File: src/rtl/atilt_pkg.sv
`timescale 1ns / 1ps
// ----------------------------------------------------------------------------
// atilt_pkg
// Shared constants, register indexes and the arctangent table for the
// accelerometer tilt angle block.
// ----------------------------------------------------------------------------
package atilt_pkg;

    localparam int SAMPLE_BITS_DEF  = 10;
    localparam int CORDIC_STEPS_DEF = 16;

    localparam int ROOT_FRAC  = 15;
    localparam int ANGLE_FRAC = 16;
    localparam int ZW         = 25;
    localparam int ANGLE_W    = 8;
    localparam int DEG_MAX    = 90;

    localparam int OFFSET_X_RESET = 345;
    localparam int OFFSET_Y_RESET = 353;
    localparam int OFFSET_Z_RESET = 351;

    localparam int APB_ADDR_W = 4;
    localparam int APB_DATA_W = 32;

    localparam logic [1:0] REG_OFFSET_X = 2'd0;
    localparam logic [1:0] REG_OFFSET_Y = 2'd1;
    localparam logic [1:0] REG_OFFSET_Z = 2'd2;

    // atan(2^-i) in degrees, Q16
    function automatic logic [21:0] atan_q16(input int i);
        logic [21:0] r;
        case (i)
            0:       r = 22'd2949120;
            1:       r = 22'd1740967;
            2:       r = 22'd919879;
            3:       r = 22'd466945;
            4:       r = 22'd234379;
            5:       r = 22'd117304;
            6:       r = 22'd58666;
            7:       r = 22'd29335;
            8:       r = 22'd14668;
            9:       r = 22'd7334;
            10:      r = 22'd3667;
            11:      r = 22'd1833;
            12:      r = 22'd917;
            13:      r = 22'd458;
            14:      r = 22'd229;
            15:      r = 22'd115;
            16:      r = 22'd57;
            17:      r = 22'd29;
            18:      r = 22'd14;
            19:      r = 22'd7;
            20:      r = 22'd4;
            21:      r = 22'd2;
            22:      r = 22'd1;
            default: r = 22'd0;
        endcase
        return r;
    endfunction

endpackage

File: src/rtl/atilt_front.sv
`timescale 1ns / 1ps
// ----------------------------------------------------------------------------
// atilt_front
// Offset removal, squaring and square sums: three register stages.
// Lane 0 carries dx with dy^2+dz^2, lane 1 carries dy with dx^2+dz^2.
// ----------------------------------------------------------------------------
module atilt_front
    import atilt_pkg::*;
#(
    parameter int SAMPLE_BITS = SAMPLE_BITS_DEF
)
(
    input  logic                     clk,
    input  logic                     rst_n,
    input  logic                     en,
    input  logic                     in_valid,
    input  logic [SAMPLE_BITS-1:0]   sample_x,
    input  logic [SAMPLE_BITS-1:0]   sample_y,
    input  logic [SAMPLE_BITS-1:0]   sample_z,
    input  logic [SAMPLE_BITS-1:0]   offset_x,
    input  logic [SAMPLE_BITS-1:0]   offset_y,
    input  logic [SAMPLE_BITS-1:0]   offset_z,
    output logic                     out_valid,
    output logic signed [SAMPLE_BITS:0]     num [2],
    output logic [2*SAMPLE_BITS:0]   sum [2]
);

    localparam int DW  = SAMPLE_BITS + 1;
    localparam int SQ  = 2 * SAMPLE_BITS;
    localparam int SQW = SQ + 1;

    logic [2:0]            valid_reg;
    logic signed [DW-1:0]  dx_reg, dy_reg, dz_reg;
    logic signed [DW-1:0]  dx2_reg, dy2_reg;
    logic [SQ-1:0]         sx_reg, sy_reg, sz_reg;
    logic signed [DW-1:0]  dx3_reg, dy3_reg;
    logic [SQW-1:0]        sumx_reg, sumy_reg;
    logic signed [2*DW-1:0] px, py, pz;

    assign px = dx_reg * dx_reg;
    assign py = dy_reg * dy_reg;
    assign pz = dz_reg * dz_reg;

    always_ff @(posedge clk or negedge rst_n)
    begin
        if (!rst_n)
        begin
            valid_reg <= '0;
        end
        else if (en)
        begin
            valid_reg <= {valid_reg[1:0], in_valid};
        end
    end

    always_ff @(posedge clk)
    begin
        if (en)
        begin
            dx_reg   <= $signed({1'b0, sample_x}) - $signed({1'b0, offset_x});
            dy_reg   <= $signed({1'b0, sample_y}) - $signed({1'b0, offset_y});
            dz_reg   <= $signed({1'b0, sample_z}) - $signed({1'b0, offset_z});
            dx2_reg  <= dx_reg;
            dy2_reg  <= dy_reg;
            sx_reg   <= px[SQ-1:0];
            sy_reg   <= py[SQ-1:0];
            sz_reg   <= pz[SQ-1:0];
            dx3_reg  <= dx2_reg;
            dy3_reg  <= dy2_reg;
            sumx_reg <= {1'b0, sy_reg} + {1'b0, sz_reg};
            sumy_reg <= {1'b0, sx_reg} + {1'b0, sz_reg};
        end
    end

    assign out_valid = valid_reg[2];
    assign num[0]    = dx3_reg;
    assign num[1]    = dy3_reg;
    assign sum[0]    = sumx_reg;
    assign sum[1]    = sumy_reg;

endmodule

File: config.mk
export PLATFORM = sky130hd
export DESIGN_NAME = atilt_front
export DESIGN_NICKNAME = d
export VERILOG_FILES = /design/src/rtl/atilt_pkg.sv /design/src/rtl/atilt_front.sv
export SDC_FILE = /design/constraint.sdc
export NUM_CORES = 1
export LEC_CHECK = 0
export BUFFER_PORTS_ARGS = -buffer_cell sky130_fd_sc_hd__buf_2
export CAP_MARGIN = 40
export CORE_ASPECT_RATIO = 0.8
export CORE_MARGIN = 3
export CORE_UTILIZATION = 51
export DETAILED_ROUTE_END_ITERATION = 10
export HOLD_SLACK_MARGIN = 0.05
export PLACE_DENSITY = 0.69
export SKIP_LAST_GASP = 1
export SLEW_MARGIN = 20
export SYNTH_ARGS = -nofsm -noshare
export SYNTH_HDL_FRONTEND = slang
export SYNTH_SLANG_ARGS = --single-unit
File: constraint.sdc
create_clock -name clk -period 5.8 [get_ports clk]
set_clock_uncertainty 0.1 [all_clocks]
set_input_delay 0.29 -clock clk [delete_from_list [all_inputs] [get_ports clk]]
set_output_delay 0.29 -clock clk [all_outputs]
set_load 0.005 [all_outputs]
==> flow_metrics.py, run 1 <==
metrics = {
    "timing": {
        "worstMarginPinSlew_ps": 536,
        "hold_violations": 0,
        "rsz0062_at_grt": "yes",
        "max_slew_margin_pct": 64.3,
        "fin_crit_ps": 5540,
        "clock.fmax_ghz": 0.181,
        "finalSetupViolations": 0,
        "finalCritPeriodShare_pct": 95.5,
        "slew_violations": 0,
    },
    "clocking": {
        "tritoncts": "built",
        "htree_levels": 4,
        "clock-sinks": 177,
        "cts_buffers": 17,
        "clock_path_buffers": 2,
        "clock_latency_ps": 470,
        "clk_pin_slew_ps": 80,
        "cts_root_buffer": "clkbuf_16",
    },
    "grt": {
        "grt_overflow": 0,
        "grt_usage_pct": 20.4,
        "antenna_found_initial": 0,
        "grt_pass1_vias": 13400,
        "grt_start_max_net_pins": 86,
        "grt_pass1_wl_mm": 65.9,
    },
    "yosys": {
        "synth_compound_area_share_pct": 7.05,
        "ys_seq_area_share_pct": 27.1,
        "syn_nets": 2374,
        "async_reset_ff_share_pct": 1.69,
        "syn_area_um2": 19600,
        "ys_top_cells_by_area": "fa_1 29%, edfxtp_1 27%, ha_1 12%, inv_1 8.3%, xnor2_1 4.0%",
        "synth_fa_ha_area_share_pct": 41.4,
        "synth_top_family_by_area": "adder cells",
        "synthMuxAreaShare_pct": 0.332,
        "synth-xor-area-share_pct": 5.37,
        "synth_top_cell_by_area": "fa_1",
        "yosys.area_share.simple_pct": 9.82,
        "synth_top_area_share_pct": 29.2,
        "syn_avg_cell_area_um2": 10.7,
        "synth_cells": 1833,
        "ys_warn_count": 0,
        "ys.flop_type": "edfxtp_1",
        "ys_ff_latch": 177,
        "synth-edff-count": 174,
        "ys_types": 64,
    },
    "hold_path": {
        "hold_depth": 1,
        "hp-class": "primary input to flop",
        "holdCritStartpoint": "en",
    },
    "setup_path": {
        "worstSetupEndpointType": "flop",
        "cp_data_arrival_time_ps": 5650,
        "startpoint_type": "flop",
        "required_ps": 5910,
        "ff2ff_path_depth": 19,
        "path_max_fanout": 5,
        "r2r-start": "dz_reg[4]",
        "timing_worst_setup_path_type": "flop to flop",
        "r2r_slack_ps": 260,
        "critPathLaunch": "dz_reg[4]",
    },
    "final_layout": {
        "fillCellCount": 3116,
        "drive_gt1_share_pct": 10.9,
        "final_cell_mix": "435 x inv_1, 286 x fa_1, 191 x ha_1",
        "syn_to_final_growth_pct": 10.8,
        "nNetsFinal": 2535,
        "final_common_cell": "inv_1",
        "layout.cells.non_filler": 2494,
        "antennaDiodeCount": 0,
        "fin_util_pct": 57.9,
    },
    "routing": {
        "via_per_inst": 5.06,
        "drt_first_iter_violations": 721,
        "antenna_left": 0,
        "vias": 12600,
        "wl_per_cell_um": 15.5,
        "totalWireLength_mm": 38.7,
        "drc": 0,
        "drt_pass1_iterations": 5,
    },
    "place": {
        "port_buffers": 128,
        "routabilityCongestion": 0.847,
        "dpl.cell_count": 2446,
        "hpwl_mm": 32.3,
    },
    "floorplanning": {
        "dieArea_um2": 40800,
        "die_w_um": 225,
        "die-height_um": 181,
        "start_util_pct": 52.3,
        "io-pin-count": 129,
        "core_area_um2": 37400,
        "rows": 63,
    },
    "outcome": {
        "outcome": "completed",
    },
    "job": {
        "cap_violations": 0,
    },
}
kinds of logic (layout without fill, tap and decap cells):
kind of cell | Yosys count | in the layout
buffers and inverters | 465 | 639
adders and majority gates | 477 | 477
and+or+nand+nor | 383 | 383
xor gates and xnor gates | 120 | 120
muxes | 6 | 6
AOI/OAI and AO/OA | 205 | 205
DFF | 177 | 177
through the flow:
stage	hold slack (ps)	setup slack, ps	area [um2]	setup TNS (ps)
global placement	-16.4	212	20900	0
global route	78.2	-29.7	21700	-44.0
detailed placement	-12.6	-36.6	21000	-36.6
CTS	59.2	13.5	21600	0
floorplan	-106	428	19600	0
finish	81.3	260	21700	0
layer usage:
metal  routed length (um)  vias up  GRT usage (%)
li1                     -     6128              -
met1                18500     6242           29.2
met2                18000      223           32.5
met3                 1780       32           3.72
met4                  476        0           4.80
met5                    0        -              0
final timing paths:
kind                                      to
worst max-delay path              sz_reg[19]
worst min-delay path               dz_reg[7]
worst max register to register    sz_reg[19]
worst min register to register    dy3_reg[8]
max in group asynchronous       valid_reg[0]
min in group asynchronous       valid_reg[2]
area by class of cell:
type                       instances  area (um2)  share of cell area (%)
multi-input combinational       1191       12500                    57.8
sequential                       177        5300                    24.4
tap                              487         609                    2.81
clock buffer                      17         425                    1.96
inverter                         435        1630                    7.53
clock inverter                    15         165                   0.761
timing repair buffer             172        1020                    4.69
timing repair:
action                                  CTS  global route
setup buffers                             0            13
endpoints found under the setup margin    2             7
resized for setup                         1             1
hold endpoints to repair                  4             0
hold buffers                              3             0
cell usage after synthesis, drive strengths merged (2+ instances only):
cell type,number
xnor2,89
inv,435
nor2b,42
nand3,9
o21bai,6
or4b,2
a31oi,10
nor3b,5
or4,4
nand4b,2
a211oi,9
nor2,84
a21o,27
nand2,104
o21ai,34
or2,2
o31a,4
mux2i,2
and2,80
nor4,2
a21boi,5
o22ai,3
o21a,20
xor2,31
or3,2
a31o,3
edfxtp,174
o211ai,7
ha,191
nor3,19
a2111oi,6
nand3b,2
clkbuf,30
and3,6
fa,286
mux2,4
nand2b,14
nand4,2
a21oi,57
dfrtp,3
critical path: stages, from the launching register on:
cell and delay [ps]:
edfxtp_1 470, inv_1 160, nor2_1 200, inv_1 90, fa_1 510, fa_1 510, fa_1 490, inv_1 50
fa_1 470, inv_1 50, fa_1 470, inv_1 40, ha_1 340, o21ai_0 110, nor2_1 210, a311oi_2 180
a211oi_2 400, a21oi_1 170, nor3_1 210, a211oi_1 60
Power of run 1 is left out: the tool's default activity adds up to more than one toggle a clock period on the data nets, which glitch-free logic cannot reach.
==> run 2: changes to the inputs <==
==> constraint.sdc (replaced) <==
create_clock -name clk -period 5.8 [get_ports clk]
set_clock_uncertainty 0.1 [all_clocks]
set_input_delay 0 -clock clk [delete_from_list [all_inputs] [get_ports clk]]
set_output_delay 0 -clock clk [all_outputs]
set_load 0.005 [all_outputs]
==> run 2 against run 1 <==
  * Register-to-register slack lost 110 ps
  * Die area is the same
  * Design area grew 3.8%
  * Critical endpoint is now sz_reg[17]
==> flow_metrics.py, run 2 (same netlist as run 1, synthesis figures left out) <==
metrics = {
    "floorplanning": {
        "die_w_um": 225,
        "io-pin-count": 129,
        "die-height_um": 181,
        "core_area_um2": 37400,
        "dieArea_um2": 40800,
        "start_util_pct": 52.3,
        "rows": 63,
    },
    "place": {
        "hpwl_mm": 31.9,
        "port_buffers": 128,
        "routabilityCongestion": 0.848,
    },
    "final_layout": {
        "antennaDiodeCount": 0,
        "fin_util_pct": 60.2,
        "drive_gt1_share_pct": 10.8,
        "syn_to_final_growth_pct": 15.0,
        "final_common_cell": "inv_1",
        "nNetsFinal": 2616,
        "final_cell_mix": "433 x inv_1, 286 x fa_1, 191 x ha_1",
    },
    "routing": {
        "wl_per_cell_um": 15.5,
        "drt_first_iter_violations": 754,
        "via_per_inst": 5.07,
        "vias": 13100,
        "drt_pass1_iterations": 5,
        "drc": 0,
        "totalWireLength_mm": 40.0,
        "antenna_left": 0,
    },
    "timing": {
        "finalCritPeriodShare_pct": 97.4,
        "max_slew_margin_pct": 60.1,
        "rsz0062_at_grt": "yes",
        "worstMarginPinSlew_ps": 599,
        "tns_ps": 0,
        "finalHoldWorstSlack_ps": 86.0,
        "finalSetupViolations": 0,
        "clock.fmax_ghz": 0.177,
        "fin_crit_ps": 5650,
        "slew_violations": 0,
        "hold_violations": 0,
    },
    "setup_path": {
        "crit_family": "adder cells",
        "crit_chain": "inv_1 -> nor2_1 -> fa_1 -> fa_1 -> fa_1 -> fa_1 -> inv_1 -> fa_1 -> inv_1 -> ha_1 -> and2_1 -> a22o_1 -> a311oi_4 -> a211oi_2 -> a21o_1 -> a21oi_1 -> xnor2_1",
        "crit_slowest_cell": "fa_1",
        "path_max_fanout": 5,
        "worstSetupEndpointType": "flop",
        "startpoint_type": "flop",
        "crit_path_max_incr_delay_ps": 510,
        "cp_common_cell": "fa_1",
        "crit_buf_inv": 3,
        "cp_data_arrival_time_ps": 5770,
        "timing_worst_setup_path_type": "flop to flop",
        "required_ps": 5920,
    },
    "grt": {
        "use_met2_pct": 34.0,
        "antenna_found_initial": 0,
        "grt_start_max_net_pins": 60,
        "grtUsageMet1_pct": 30.1,
        "grt_pass1_wl_mm": 68.5,
        "grt_overflow": 0,
        "grt_pass1_vias": 14000,
        "busiest_layer": "met2",
        "grt_usage_pct": 21.1,
        "grtUsageMet3_pct": 3.36,
    },
    "job": {
        "cap_violations": 0,
    },
    "clocking": {
        "cts_buffers": 17,
        "clock-sinks": 177,
        "clock_latency_ps": 470,
        "tritoncts": "built",
        "clk_pin_slew_ps": 80,
        "htree_levels": 4,
        "clock_path_buffers": 2,
        "cts_root_buffer": "clkbuf_16",
    },
    "hold_path": {
        "hp-class": "primary input to flop",
    },
    "outcome": {
        "outcome": "completed",
    },
}
-- run 2: cell types whose count changed in the layout (fill, tap and decap cells not counted), moves of 2 or more --
cell / delta
clkinv_4: -2
inv_1: -2
inv_2: +2
clkinvlp_4: +2
dlygate4sd3_1: +80
buf_4: +2
-- run 2: path summary, 6_finish.rpt --
path | start | endpoint | cells past startpoint | slack [ps]
setup / recovery | dz_reg[4] | sz_reg[17] | 17 | 150
hold / removal | sample_x[1] | dx_reg[3] | 6 | 90
setup reg to reg | dz_reg[4] | sz_reg[17] | 17 | 150
hold reg to reg | dy2_reg[8] | dy3_reg[8] | 0 | 320
max in group asynchronous | rst_n | valid_reg[2] | 3 | 5160
min in group asynchronous | rst_n | valid_reg[0] | 3 | 300
-- run 2: layout make-up --
class / count / area (um2)
Tap cell: 487 / 609
Clock buffer: 17 / 425
Inverter: 435 / 1630
Fill cell: 3087 / 14900
Sequential cell: 177 / 5300
Multi-Input combinational cell: 1191 / 12600
Timing Repair Buffer: 253 / 1810
Clock inverter: 15 / 164
-- run 2: tightest hold or removal path: stages --
cell and delay [ps]:
buf_2 90, ha_1 140, o21ai_1 80, nand2_1 70, nor2_1 30, nor2_1 110
-- run 2: timing repair --
item                       CTS  global route
hold endpoints to repair    81             0
setup endpoints to repair    2             7
setup buffers                0            13
gates cloned                 0             0
resized for setup            1             8
hold buffers                83             0
-- run 2: stage by stage --
stage	worst slack, ps	std cells	instance area (um2)
detailed placement	38.5	2447	21000
CTS	13.7	2562	22400
global placement	215	2446	20900
global route	-103	2575	22500
finish	152	2575	22500
floorplan	428	1833	19600
-- run 2: layer usage --
layer  wire [um]  vias up
li1            -     6297
met1       18800     6495
met2       18900      235
met3        1720       32
met4         582        0
met5           0        -
Power of run 2 is left out for the same reason.
